File: config.mk
export PLATFORM = sky130hd
export DESIGN_NAME = weekday_time_of_day_clock_unit_flat
export DESIGN_NICKNAME = d
export VERILOG_FILES = /design/src/wtc_pkg.sv /design/src/wtc_if.sv /design/src/wtc_apb_regs.sv /design/src/wtc_time_core.sv /design/src/weekday_time_of_day_clock_unit.sv /design/src/flat_wrapper.sv
export VERILOG_INCLUDE_DIRS = /design/src /design/src/src
export SDC_FILE = /design/constraint.sdc
export NUM_CORES = 1
export LEC_CHECK = 0
export BUFFER_PORTS_ARGS = -buffer_cell sky130_fd_sc_hd__clkbuf_2
export CAP_MARGIN = 20
export CORE_UTILIZATION = 46
export DETAILED_ROUTE_END_ITERATION = 8
export GPL_TIMING_DRIVEN = 0
export PLACE_DENSITY = 0.84
export SKIP_CTS_REPAIR_TIMING = 1
export SYNTH_ARGS = -nofsm -noshare
export SYNTH_HDL_FRONTEND = slang
export SYNTH_SLANG_ARGS = --single-unit
File: constraint.sdc
create_clock -name clk_i -period 3.2 [get_ports clk_i]
set_input_delay 0.32 -clock clk_i [delete_from_list [all_inputs] [get_ports clk_i]]
set_output_delay 0.32 -clock clk_i [all_outputs]
set_load 0.1 [all_outputs]
File: src/assert_macros.svh
// Assertion macros shared by the clock unit RTL.
// Expects clk_i and rst_ni in the scope of each use.
`ifndef ASSERT_MACROS_SVH
`define ASSERT_MACROS_SVH

// Checked on every edge outside reset.
`define WTC_ASSERT(lbl, prop) \
  lbl: assert property (@(posedge clk_i) disable iff (!rst_ni) (prop)) \
    else $error("wtc assertion failed");

// Checked on every edge, reset included.
`define WTC_ASSERT_ALWAYS(lbl, prop) \
  lbl: assert property (@(posedge clk_i) (prop)) \
    else $error("wtc assertion failed, reset included");

`endif

File: src/wtc_pkg.sv
// Package for the weekday time-of-day clock unit: widths, codes, word types.
// No dependencies; used by wtc_apb_regs, wtc_time_core, the top level and the bench.
package wtc_pkg;

  localparam int unsigned TicksPerSecondDef = 10;

  localparam int unsigned PeriodW  = 16;
  localparam int unsigned ApbAddrW = 3;
  localparam int unsigned ApbDataW = 32;

  localparam logic [5:0] SecLast  = 6'd59;
  localparam logic [5:0] MinLast  = 6'd59;
  localparam logic [4:0] HourLast = 5'd23;
  localparam logic [2:0] WeekLast = 3'd7;
  localparam logic [2:0] WeekFirst = 3'd1;
  // notify modulus while the time is not yet set
  localparam logic [PeriodW:0] UnsetModulus = 17'd2;

  typedef enum logic [1:0] {
    ReqTick = 2'd0,
    ReqSet  = 2'd1,
    ReqRead = 2'd2
  } req_e;

  typedef enum logic {
    RegUpdatePeriod = 1'b0,
    RegNotifyEnable = 1'b1
  } reg_idx_e;

  typedef struct packed {
    logic [PeriodW-1:0] update_period;
    logic               notify_enable;
  } cfg_t;

  typedef struct packed {
    logic [1:0] req_type;
    logic [5:0] set_sec;
    logic [5:0] set_min;
    logic [4:0] set_hour;
    logic [2:0] set_week;
  } in_t;

  typedef struct packed {
    logic [5:0] sec;
    logic [5:0] min;
    logic [4:0] hour;
    logic [2:0] week;
    logic       time_valid;
    logic       status;
    logic       notify;
  } res_t;

endpackage

File: src/wtc_if.sv
// Valid/ready channel interfaces of the clock unit: request and result words.
// Depends on nothing; field widths mirror wtc_pkg.
interface wtc_in_if;
  logic       valid;
  logic       ready;
  logic [1:0] req_type;
  logic [5:0] set_sec;
  logic [5:0] set_min;
  logic [4:0] set_hour;
  logic [2:0] set_week;

  modport source (output valid, req_type, set_sec, set_min, set_hour, set_week,
                  input ready);
  modport sink (input valid, req_type, set_sec, set_min, set_hour, set_week,
                output ready);
endinterface

interface wtc_out_if;
  logic       valid;
  logic       ready;
  logic [5:0] sec;
  logic [5:0] min;
  logic [4:0] hour;
  logic [2:0] week;
  logic       time_valid;
  logic       status;
  logic       notify;

  modport source (output valid, sec, min, hour, week, time_valid, status, notify,
                  input ready);
  modport sink (input valid, sec, min, hour, week, time_valid, status, notify,
                output ready);
endinterface

File: src/wtc_apb_regs.sv
// APB configuration registers of the clock unit (update period, notify enable).
// Depends on wtc_pkg.
module wtc_apb_regs (
  input  logic                          clk_i,
  input  logic                          rst_ni,
  input  logic                          psel,
  input  logic                          penable,
  input  logic                          pwrite,
  input  logic [wtc_pkg::ApbAddrW-1:0]  paddr,
  input  logic [wtc_pkg::ApbDataW-1:0]  pwdata,
  output logic [wtc_pkg::ApbDataW-1:0]  prdata,
  output logic                          pready,
  output wtc_pkg::cfg_t                 cfg_o
);
  import wtc_pkg::*;

  cfg_t     cfg_q, cfg_d;
  reg_idx_e idx;
  logic     wr_en;

  assign pready = 1'b1;
  assign idx    = reg_idx_e'(paddr[2]);
  assign wr_en  = psel & penable & pwrite & pready;

  always_comb begin
    cfg_d = cfg_q;
    if (wr_en) begin
      unique case (idx)
        RegUpdatePeriod: cfg_d.update_period = pwdata[PeriodW-1:0];
        RegNotifyEnable: cfg_d.notify_enable = pwdata[0];
        default: ;
      endcase
    end
  end

  always_comb begin
    unique case (idx)
      RegUpdatePeriod: prdata = {{(ApbDataW-PeriodW){1'b0}}, cfg_q.update_period};
      RegNotifyEnable: prdata = {{(ApbDataW-1){1'b0}}, cfg_q.notify_enable};
      default:         prdata = '0;
    endcase
  end

  always_ff @(posedge clk_i or negedge rst_ni) begin
    if (!rst_ni) begin
      cfg_q <= '0;
    end else begin
      cfg_q <= cfg_d;
    end
  end

  assign cfg_o = cfg_q;

endmodule

File: src/wtc_time_core.sv
// Clock state (prescaler, h:m:s, weekday, set flag, notify counter) and
// its next-state logic for one request word. Depends on wtc_pkg.
`include "assert_macros.svh"

module wtc_time_core #(
  parameter int unsigned TICKS_PER_SECOND = wtc_pkg::TicksPerSecondDef
) (
  input  logic          clk_i,
  input  logic          rst_ni,
  input  logic          step_i,
  input  wtc_pkg::in_t  item_i,
  input  wtc_pkg::cfg_t cfg_i,
  output wtc_pkg::res_t res_o
);
  import wtc_pkg::*;

  localparam int unsigned PsW = (TICKS_PER_SECOND > 1) ? $clog2(TICKS_PER_SECOND) : 1;
  localparam logic [PsW:0] PsLast = (PsW+1)'(TICKS_PER_SECOND - 1);

  logic [PsW-1:0]     ps_q, ps_d;
  logic [5:0]         sec_q, sec_d;
  logic [5:0]         min_q, min_d;
  logic [4:0]         hour_q, hour_d;
  logic [2:0]         week_q, week_d;
  logic               set_q, set_d;
  logic [PeriodW-1:0] nc_q, nc_d;

  logic               sec_tick;
  logic               status;
  logic               notify;
  logic [PeriodW:0]   nc_inc;
  logic [PeriodW:0]   modulus;

  assign nc_inc = {1'b0, nc_q} + {{PeriodW{1'b0}}, 1'b1};

  always_comb begin
    ps_d     = ps_q;
    sec_d    = sec_q;
    min_d    = min_q;
    hour_d   = hour_q;
    week_d   = week_q;
    set_d    = set_q;
    nc_d     = nc_q;
    sec_tick = 1'b0;
    status   = 1'b0;
    notify   = 1'b0;
    modulus  = UnsetModulus;

    unique case (req_e'(item_i.req_type))
      ReqTick: begin
        if ({1'b0, ps_q} >= PsLast) begin
          ps_d     = '0;
          sec_tick = 1'b1;
        end else begin
          ps_d = ps_q + 1'b1;
        end
      end
      ReqSet: begin
        sec_d  = item_i.set_sec;
        min_d  = item_i.set_min;
        hour_d = item_i.set_hour;
        week_d = item_i.set_week;
        set_d  = 1'b1;
      end
      ReqRead: status = ~set_q;
      default: ;  // reserved code: no change
    endcase

    if (sec_tick) begin
      if (set_q) begin
        // carry chain; out-of-range values wrap at their last legal value
        if (sec_q >= SecLast) begin
          sec_d = '0;
          if (min_q >= MinLast) begin
            min_d = '0;
            if (hour_q >= HourLast) begin
              hour_d = '0;
              week_d = (week_q >= WeekLast) ? WeekFirst : week_q + 3'd1;
            end else begin
              hour_d = hour_q + 5'd1;
            end
          end else begin
            min_d = min_q + 6'd1;
          end
        end else begin
          sec_d = sec_q + 6'd1;
        end
        modulus = {1'b0, cfg_i.update_period};
      end
      // period of zero disables notification once set
      if (!(set_q && (cfg_i.update_period == '0))) begin
        if (nc_inc >= modulus) begin
          nc_d   = '0;
          notify = cfg_i.notify_enable;
        end else begin
          nc_d = nc_inc[PeriodW-1:0];
        end
      end
    end
  end

  always_ff @(posedge clk_i or negedge rst_ni) begin
    if (!rst_ni) begin
      ps_q   <= '0;
      sec_q  <= '0;
      min_q  <= '0;
      hour_q <= '0;
      week_q <= '0;
      set_q  <= 1'b0;
      nc_q   <= '0;
    end else if (step_i) begin
      ps_q   <= ps_d;
      sec_q  <= sec_d;
      min_q  <= min_d;
      hour_q <= hour_d;
      week_q <= week_d;
      set_q  <= set_d;
      nc_q   <= nc_d;
    end
  end

  always_comb begin
    res_o.sec        = sec_d;
    res_o.min        = min_d;
    res_o.hour       = hour_d;
    res_o.week       = week_d;
    res_o.time_valid = set_d;
    res_o.status     = status;
    res_o.notify     = notify;
  end

  `WTC_ASSERT(a_set_sticky, set_q |=> set_q)
  `WTC_ASSERT(a_set_loads, (step_i && (item_i.req_type == ReqSet)) |=> set_q)
  `WTC_ASSERT(a_unset_count, !set_q |-> (nc_q <= 16'd1))
  `WTC_ASSERT(a_ps_range, {1'b0, ps_q} <= PsLast)

endmodule

File: src/weekday_time_of_day_clock_unit.sv
// Top level of the weekday time-of-day clock unit: request and result
// channels, APB configuration, input register and result register.
// Depends on wtc_pkg, wtc_if, wtc_apb_regs, wtc_time_core.
//
// Usage:
//   in_i  (sink)  : request words - timer tick, time set or time read.
//   out_o (source): one result word per request - time after the request,
//                   time_valid, read status and the periodic notify flag.
//   APB           : register 0 update_period at 0x0, register 1
//                   notify_enable at 0x4; pready is tied high, writes land
//                   on the access cycle. Write only while the unit is idle.
// Timing:
//   A request word is captured in the input register; once the result
//   register is free or being drained, the clock state updates and the
//   result word is loaded into the result register, which drives out_o.valid.
//   One word per cycle sustained while out_o.ready stays high; the limit is
//   the combinational counter cascade (prescaler, seconds, minutes, hours,
//   weekday, notify count).
// Reset: all counters, the set flag and both valid flags clear; no word held.
// Stall: a result held on out_o blocks the input register only when it is
//   full too; in_i.ready drops after two words back up.
`include "assert_macros.svh"

module weekday_time_of_day_clock_unit #(
  parameter int unsigned TICKS_PER_SECOND = wtc_pkg::TicksPerSecondDef
) (
  input  logic                          clk_i,
  input  logic                          rst_ni,
  wtc_in_if.sink                        in_i,
  wtc_out_if.source                     out_o,
  input  logic                          psel,
  input  logic                          penable,
  input  logic                          pwrite,
  input  logic [wtc_pkg::ApbAddrW-1:0]  paddr,
  input  logic [wtc_pkg::ApbDataW-1:0]  pwdata,
  output logic [wtc_pkg::ApbDataW-1:0]  prdata,
  output logic                          pready
);
  import wtc_pkg::*;

  cfg_t cfg;
  in_t  in_word;
  in_t  s1_q;
  logic s1_valid_q;
  res_t res;
  res_t out_q;
  logic out_valid_q;
  logic advance;     // word in input register moves into result register
  logic in_fire;

  wtc_apb_regs u_regs (
    .clk_i   (clk_i),
    .rst_ni  (rst_ni),
    .psel    (psel),
    .penable (penable),
    .pwrite  (pwrite),
    .paddr   (paddr),
    .pwdata  (pwdata),
    .prdata  (prdata),
    .pready  (pready),
    .cfg_o   (cfg)
  );

  // result register free, or being drained this cycle
  assign advance  = s1_valid_q & (~out_valid_q | out_o.ready);
  assign in_i.ready = ~s1_valid_q | advance;
  assign in_fire  = in_i.valid & in_i.ready;

  always_comb begin
    in_word.req_type = in_i.req_type;
    in_word.set_sec  = in_i.set_sec;
    in_word.set_min  = in_i.set_min;
    in_word.set_hour = in_i.set_hour;
    in_word.set_week = in_i.set_week;
  end

  wtc_time_core #(
    .TICKS_PER_SECOND (TICKS_PER_SECOND)
  ) u_core (
    .clk_i  (clk_i),
    .rst_ni (rst_ni),
    .step_i (advance),
    .item_i (s1_q),
    .cfg_i  (cfg),
    .res_o  (res)
  );

  // valid flags
  always_ff @(posedge clk_i or negedge rst_ni) begin
    if (!rst_ni) begin
      s1_valid_q  <= 1'b0;
      out_valid_q <= 1'b0;
    end else begin
      if (in_i.ready) begin
        s1_valid_q <= in_i.valid;
      end
      if (advance) begin
        out_valid_q <= 1'b1;
      end else if (out_o.ready) begin
        out_valid_q <= 1'b0;
      end
    end
  end

  // payload registers
  always_ff @(posedge clk_i) begin
    if (in_fire) begin
      s1_q <= in_word;
    end
    if (advance) begin
      out_q <= res;
    end
  end

  assign out_o.valid      = out_valid_q;
  assign out_o.sec        = out_q.sec;
  assign out_o.min        = out_q.min;
  assign out_o.hour       = out_q.hour;
  assign out_o.week       = out_q.week;
  assign out_o.time_valid = out_q.time_valid;
  assign out_o.status     = out_q.status;
  assign out_o.notify     = out_q.notify;

  `WTC_ASSERT_ALWAYS(a_reset_empty, !rst_ni |=> (!out_valid_q && !s1_valid_q))
  `WTC_ASSERT(a_block_only_full,
      !in_i.ready |-> (s1_valid_q && out_valid_q && !out_o.ready))
  `WTC_ASSERT(a_advance_loads, advance |=> out_valid_q)

endmodule

File: src/flat_wrapper.sv
// flat-port wrapper written by rule: the top's interface ports become plain ports
module weekday_time_of_day_clock_unit_flat import wtc_pkg::*;
#(
  parameter int unsigned TICKS_PER_SECOND = wtc_pkg::TicksPerSecondDef
)
  (clk_i, rst_ni, psel, penable, pwrite, paddr, pwdata, prdata, pready, in_i_valid, in_i_req_type, in_i_set_sec, in_i_set_min, in_i_set_hour, in_i_set_week, in_i_ready, out_o_valid, out_o_sec, out_o_min, out_o_hour, out_o_week, out_o_time_valid, out_o_status, out_o_notify, out_o_ready);
  wtc_in_if in_i_i ();
  wtc_out_if out_o_i ();
  input  logic clk_i;
  input  logic rst_ni;
  input  logic psel;
  input  logic penable;
  input  logic pwrite;
  input  logic [wtc_pkg::ApbAddrW-1:0] paddr;
  input  logic [wtc_pkg::ApbDataW-1:0] pwdata;
  output logic [wtc_pkg::ApbDataW-1:0] prdata;
  output logic pready;
  input wire logic [$bits(in_i_i.valid)-1:0] in_i_valid;
  input wire logic [$bits(in_i_i.req_type)-1:0] in_i_req_type;
  input wire logic [$bits(in_i_i.set_sec)-1:0] in_i_set_sec;
  input wire logic [$bits(in_i_i.set_min)-1:0] in_i_set_min;
  input wire logic [$bits(in_i_i.set_hour)-1:0] in_i_set_hour;
  input wire logic [$bits(in_i_i.set_week)-1:0] in_i_set_week;
  output wire logic [$bits(in_i_i.ready)-1:0] in_i_ready;
  output wire logic [$bits(out_o_i.valid)-1:0] out_o_valid;
  output wire logic [$bits(out_o_i.sec)-1:0] out_o_sec;
  output wire logic [$bits(out_o_i.min)-1:0] out_o_min;
  output wire logic [$bits(out_o_i.hour)-1:0] out_o_hour;
  output wire logic [$bits(out_o_i.week)-1:0] out_o_week;
  output wire logic [$bits(out_o_i.time_valid)-1:0] out_o_time_valid;
  output wire logic [$bits(out_o_i.status)-1:0] out_o_status;
  output wire logic [$bits(out_o_i.notify)-1:0] out_o_notify;
  input wire logic [$bits(out_o_i.ready)-1:0] out_o_ready;
  assign in_i_i.valid = in_i_valid;
  assign in_i_i.req_type = in_i_req_type;
  assign in_i_i.set_sec = in_i_set_sec;
  assign in_i_i.set_min = in_i_set_min;
  assign in_i_i.set_hour = in_i_set_hour;
  assign in_i_i.set_week = in_i_set_week;
  assign in_i_ready = in_i_i.ready;
  assign out_o_valid = out_o_i.valid;
  assign out_o_sec = out_o_i.sec;
  assign out_o_min = out_o_i.min;
  assign out_o_hour = out_o_i.hour;
  assign out_o_week = out_o_i.week;
  assign out_o_time_valid = out_o_i.time_valid;
  assign out_o_status = out_o_i.status;
  assign out_o_notify = out_o_i.notify;
  assign out_o_i.ready = out_o_ready;
  weekday_time_of_day_clock_unit #(.TICKS_PER_SECOND(TICKS_PER_SECOND)) u_core (.clk_i(clk_i), .rst_ni(rst_ni), .in_i(in_i_i), .out_o(out_o_i), .psel(psel), .penable(penable), .pwrite(pwrite), .paddr(paddr), .pwdata(pwdata), .prdata(prdata), .pready(pready));
endmodule
**After elaboration in Yosys (flattened, before gate mapping)**

Index checks and enable logic that the tools add are counted.

- Input bits: 64
- Register bits after elaboration: 105
- Word-level logic and storage cells: 91
- Output and inout bits: 58

- Equality and inequality tests: 2
- Muxes and demuxes: 32
- Reductions and logical operators: 9
- Add/sub/neg operators: 6
- Magnitude comparators: 6
- Bitwise logic cells: 13

Operators by type and width:

| kind | number |
|---|---|
| $pmux 32 s2 | 1 |
| $mux 6 | 9 |
| $mux 16 | 2 |
| $mux 5 | 6 |
| $mux 3 | 7 |
| $add 16x1->17 const B | 1 |
| $ge 17x17->1 | 1 |
| $mux 17 | 1 |
| $logic_not 16->1 | 1 |
| $add 6x1->6 const B | 2 |
| $ge 6x6->1 const B | 2 |
| $not 1->1 | 7 |
| $reduce_and 2->1 | 3 |
| $add 5x1->5 const B | 1 |
| $ge 5x5->1 const B | 1 |
| $mux 1 | 5 |
| $add 4x1->4 const B | 1 |
| $and 1x1->1 | 4 |
| $ge 4x4->1 const B | 1 |
| $mux 4 | 1 |
| $add 3x1->3 const B | 1 |
| $ge 3x3->1 const B | 1 |
| $reduce_and 3->1 | 1 |
| $reduce_or 3->1 | 1 |
| 6 further kinds | 7 |

**Depth between registers and ports, before layout**

- Word-level depth: 7
- Mapped depth: 15
- Gate-level depth less buffers: 14

**Modules after synthesis**

A second synthesis with hierarchy kept.

- Cell total of the unflattened synthesis: 560
- Area, all modules: 5813.1 sq um

Modules (own cells, without submodules):

| module | cells each | area an instance (sq um) | seq. area each (sq um) | times used |
|---|---|---|---|---|
| wtc_time_core | 434 | 3412.0 | 1026.0 | 1 |
| weekday_time_of_day_clock_unit | 53 | 1455.1 | 1401.3 | 1 |
| wtc_apb_regs | 73 | 945.9 | 425.4 | 1 |

**Worst setup path after synthesis**

OpenSTA, ideal clock, no wires.

- Kind: reg2reg
- Start point: register u_core.u_core.nc_q[0]
- End point: register u_core.out_q, in the netlist u_core.out_o.notify (data pin)
- Data arrival time: 2839 ps
- Path buffers: 1
- Data required time: 2940 ps
- Clock period less this slack: 3098 ps
- Cell stages (with the launch flop): 15
- Setup slack: 102 ps
- Library setup time: 260 ps
- Cells stage by stage: dfrtp_1 ha_1 and3_1 and3_1 nand3_1 nor2_1 xnor2_1 inv_1 ha_1 nand4_1 nor4_1 a311oi_2 o311ai_4 buf_6 nor4bb_1

- Longest elaborated chain between the ends: 4

RTL lines:

| what | line | source |
|---|---|---|
| start, declared | wtc_time_core.sv:26 | `logic [PeriodW-1:0] nc_q, nc_d;` |
| start signal, assigned | wtc_time_core.sv:118 | `nc_q <= nc_d;` |
| $add 16x1->17 | wtc_time_core.sv:34 | `assign nc_inc = {1'b0, nc_q} + {{PeriodW{1'b0}}, 1'b1};` |
| $ge 17x17->1 | wtc_time_core.sv:92 | `if (nc_inc >= modulus) begin` |
| $not 1->1 (no source line) | -- |  |
| $reduce_or 3->1 (no source line) | -- |  |
| end signal, assigned | weekday_time_of_day_clock_unit.sv:111 | `out_q <= res;` |
| end, declared | weekday_time_of_day_clock_unit.sv:46 | `res_t out_q;` |

Every way passes these cells.
A chain may end at the register's enable or synchronous reset.

**Final worst setup path**

- Start point: register u_core.u_core.nc_q[0]
- End point: register u_core.u_core.nc_q[2]

- Longest elaborated chain between the ends: 3

RTL lines:

| what | line |
|---|---|
| $add 16x1->17 (*) | wtc_time_core.sv:34 |
| $ge 17x17->1 | wtc_time_core.sv:92 |
| $mux 16 (*) | wtc_time_core.sv:92 |

Every way passes the cells marked *; elsewhere a longest branch is shown, timed or not.

==> results.sh <==
export IMPL_p_leak_nw=3.158
export IMPL_track_usage=0.2037
export IMPL_antenna_left=0
export IMPL_drc=0
export IMPL_ir_drop_v=0.0004041
export IMPL_gp_congestion=0.9283
export IMPL_power_density_nw_per_um2=670.6
export IMPL_cp_max_fo=4
export IMPL_die_h_um=112.4
export IMPL_grt_overflow_total=0
export IMPL_coreArea_um2=11660
export IMPL_wl_per_cell_um=17.13
export IMPL_synth_area_leaders="dfrtp_1, edfxtp_1, mux2_2"
export IMPL_r2r_start="u_core.u_core.nc_q[0]"
export IMPL_start_util=0.4804
export IMPL_yosysTopAreaCellShare=0.2680
export IMPL_met2_usage=0.3532
export IMPL_vias=4473
export IMPL_cts_buffers=9
export IMPL_finish_utilization=0.5974
export IMPL_port_buffers=86
export IMPL_synth_distinct_cells=68
export IMPL_antenna_found_initial=0
export IMPL_critPathRequiredTime_ns=3.44
export IMPL_synthCells=511
export IMPL_start_kind="register"
export IMPL_critical_path_class="register to register"
export IMPL_crit_buf_inv=1
export IMPL_cp_top_family="simple AND/OR/NAND/NOR gates"
export IMPL_areaGrowthSynthToFinish_pct=24.34
export IMPL_worst_pin_slew_ns=1.078
export IMPL_clock_latency_ns=0.35
export IMPL_synth_edf_count=45
export IMPL_cp_common_cell="and3_4"
export IMPL_finalSetupViolations=1
export IMPL_cts_tree="built"
export IMPL_yosysSeqAreaShare=0.5092
export IMPL_yosysWarnings=0
export IMPL_crit_chain="ha_4 > and3_4 > and3_4 > nand3_4 > xnor2_2 > ha_1 > nand4_1 > nor3_2 > a2111oi_4 > buf_4 > o311ai_2 > o21ai_0 > a22o_1"
export IMPL_fmax_ghz=0.3123
export IMPL_ioPinCount=122
export IMPL_antenna_cells=0
export IMPL_cp_slowest_cell="dfrtp_2"
export IMPL_grt_pass1_vias=4333
export IMPL_drt_iter0_drc=370
export IMPL_dp_final_hpwl_mm=8.931
export IMPL_top_usage_layer="met2"
export IMPL_grt_util_met1=0.2484
export IMPL_synth_seq_cells=105
export IMPL_synthFlopType="dfrtp_1"
export IMPL_synth_area_per_cell_um2=10.96
export IMPL_final_hold_violation_count=0
export IMPL_via_per_inst=5.648
export IMPL_yosysTopAreaCell="dfrtp_1"
export IMPL_critPathCaptureType="register"
export IMPL_synth_area_um2=5603
export IMPL_ctsRootBufferMaster="clkbuf_16"
export IMPL_htree_num_levels=3
export IMPL_nNetsFinal=733
export IMPL_path_clk_slew_ns=0.07
export IMPL_max_stage_delay_ns=0.42
export IMPL_grt_use_met3=0.04968
export IMPL_min_period_ns=3.202
export IMPL_rr_endpoint="u_core.u_core.nc_q[2]"
export IMPL_die_w_um=112.4
export IMPL_dp_slack_ns=-0.3243
export IMPL_layout_setup_ws_ns=-0.002282
export IMPL_skew_ns=0.009649
export IMPL_r2r_cells=13
export IMPL_die_area_um2=12630
export IMPL_rows=39
export IMPL_outcome="complete, but fails checks"
export IMPL_min_path_type="input pin to async pin"
export IMPL_critPathArrivalTime_ns=3.44
export IMPL_grt_pass1_wl_mm=20.49
export IMPL_slew_violations=0
export IMPL_ys_async_sr_fraction=0.5714
export IMPL_cap_viol_max_count=0
export IMPL_rrSetupSlack_ns=-0.002
export IMPL_post_route_period_util=1.001
export IMPL_grt_max_degree=61
export IMPL_firstDrtPassIters=7
export IMPL_relSlewSlack=0.2813
export IMPL_clock_sinks=105
export IMPL_wl_mm=13.57
export IMPL_cts_buffer_depth=2
export IMPL_post_route_cells_drive_above_1_share=0.3467
export IMPL_violations="negative setup slack"
==> flip-flops by register name, summed over array words and instances (netlist names), 6 cells and up <==
name                 count
u_core.u_core.sec_q      6
u_core.u_core.min_q      6
u_core.out_o.sec         6
u_core.s1_q             22
u_core.u_core.nc_q      16
u_core.out_o.min         6
u_core.u_regs.cfg_o     17
==> cell usage after synthesis, drive strengths merged (2+ instances only) <==
cell type	n
nand2	79
dfrtp	60
edfxtp	45
o21ai	32
mux2	30
buf	25
ha	25
nor2	22
nor2b	21
a21oi	14
and3	14
nand3	14
inv	10
a22o	8
clkbuf	8
xnor2	8
a31oi	7
xor2	7
nand4	6
nor3	6
nand2b	5
nor3b	5
nor4	5
o22ai	5
a211oi	4
a221o	4
o31ai	4
a2bb2oi	3
a2111oi	2
a21o	2
a311oi	2
a41oi	2
and2	2
conb	2
mux2i	2
nand3b	2
nand4b	2
nor4b	2
o21bai	2
==> cell families (layout without fill, tap and decap cells) <==
kind of cell	after synthesis	count (layout)	share of synthesized area
AND/OR/NAND/NOR	191	191	0.1795
adder cells (fa/ha/maj)	25	25	0.05583
XOR/XNOR	15	15	0.02345
other	2	17	0.001340
AO/OA/AOI/OAI	98	99	0.1230
flip-flops	105	105	0.5092
multiplexers	32	32	0.06387
buffers and inverters	43	165	0.04377
==> metal layers <==
layer	share of wire	wire length [um]
met1	0.40	5467
met2	0.51	6917
met3	0.062	836
met4	0.026	346
met5	0	0
==> worst max-delay path by stage <==
stage | from | to | slack [ns] | cells past startpoint
3_3_place_gp | u_core.u_core.nc_q[0] | u_core.out_o.notify | -0.25 | 12
5_1_grt | u_core.u_core.nc_q[0] | u_core.u_core.nc_q[5] | -0.11 | 13
4_1_cts | u_core.u_core.nc_q[0] | u_core.u_core.nc_q[3] | -0.36 | 15
2_1_floorplan | u_core.u_core.nc_q[0] | u_core.out_o.notify | 0.10 | 14
6_report | u_core.u_core.nc_q[0] | u_core.u_core.nc_q[2] | -0.002 | 13
3_5_place_dp | u_core.u_core.nc_q[0] | u_core.u_core.nc_q[3] | -0.32 | 15
==> cell type report <==
class,instances,area [um^2]
Multi-Input combinational cell,379,2769
Clock inverter,6,83.83
Buffer,31,202.7
Timing Repair Buffer,108,595.6
Clock buffer,10,239.0
Sequential cell,105,2860
Fill cell,929,4696
Tap cell,143,178.9
Inverter,10,37.54
==> report_power, final <==
| part | switching (mW) | total, mW | leakage [nW] | internal, mW |
|---|---|---|---|---|
| clock network | 0.522 | 1.17 | 0.158 | 0.647 |
| registers | 0.254 | 1.93 | 1.17 | 1.67 |
| logic | 1.10 | 1.58 | 1.83 | 0.477 |
==> per-stage QoR <==
step	instance area, um^2	total power [mW]	hold WS [ns]	instances	setup TNS (ns)
5_1_grt	6967	4.869	0.1307	792	-0.7053
3_3_place_gp	6269	3.360	0.4738	755	-2.515
6_report	6967	4.672	0.08158	792	-0.002282
3_5_place_dp	6272	3.419	0.4908	755	-3.874
4_1_cts	6595	4.598	0.1297	771	-4.369
2_1_floorplan	5659	3.114	0.02441	526	0
==> cell usage in the layout, fill, tap and decap left out, drive strengths merged, types with 3 or more instances in the layout <==
cell type / instances
o22ai: 5
edfxtp: 45
a2bb2oi: 3
dfrtp: 60
nand3: 14
mux2: 30
xor2: 7
nand2b: 5
a22o: 8
nor2b: 21
clkbuf: 103
a31oi: 7
nor2: 22
a211oi: 4
ha: 25
buf: 46
nor3b: 5
o31ai: 4
inv: 13
conb: 17
nor4: 5
a221o: 4
nand4: 6
nand2: 79
nor3: 6
a21oi: 14
xnor2: 8
o21ai: 32
and3: 14
Power figures use the tool's default switching activity.
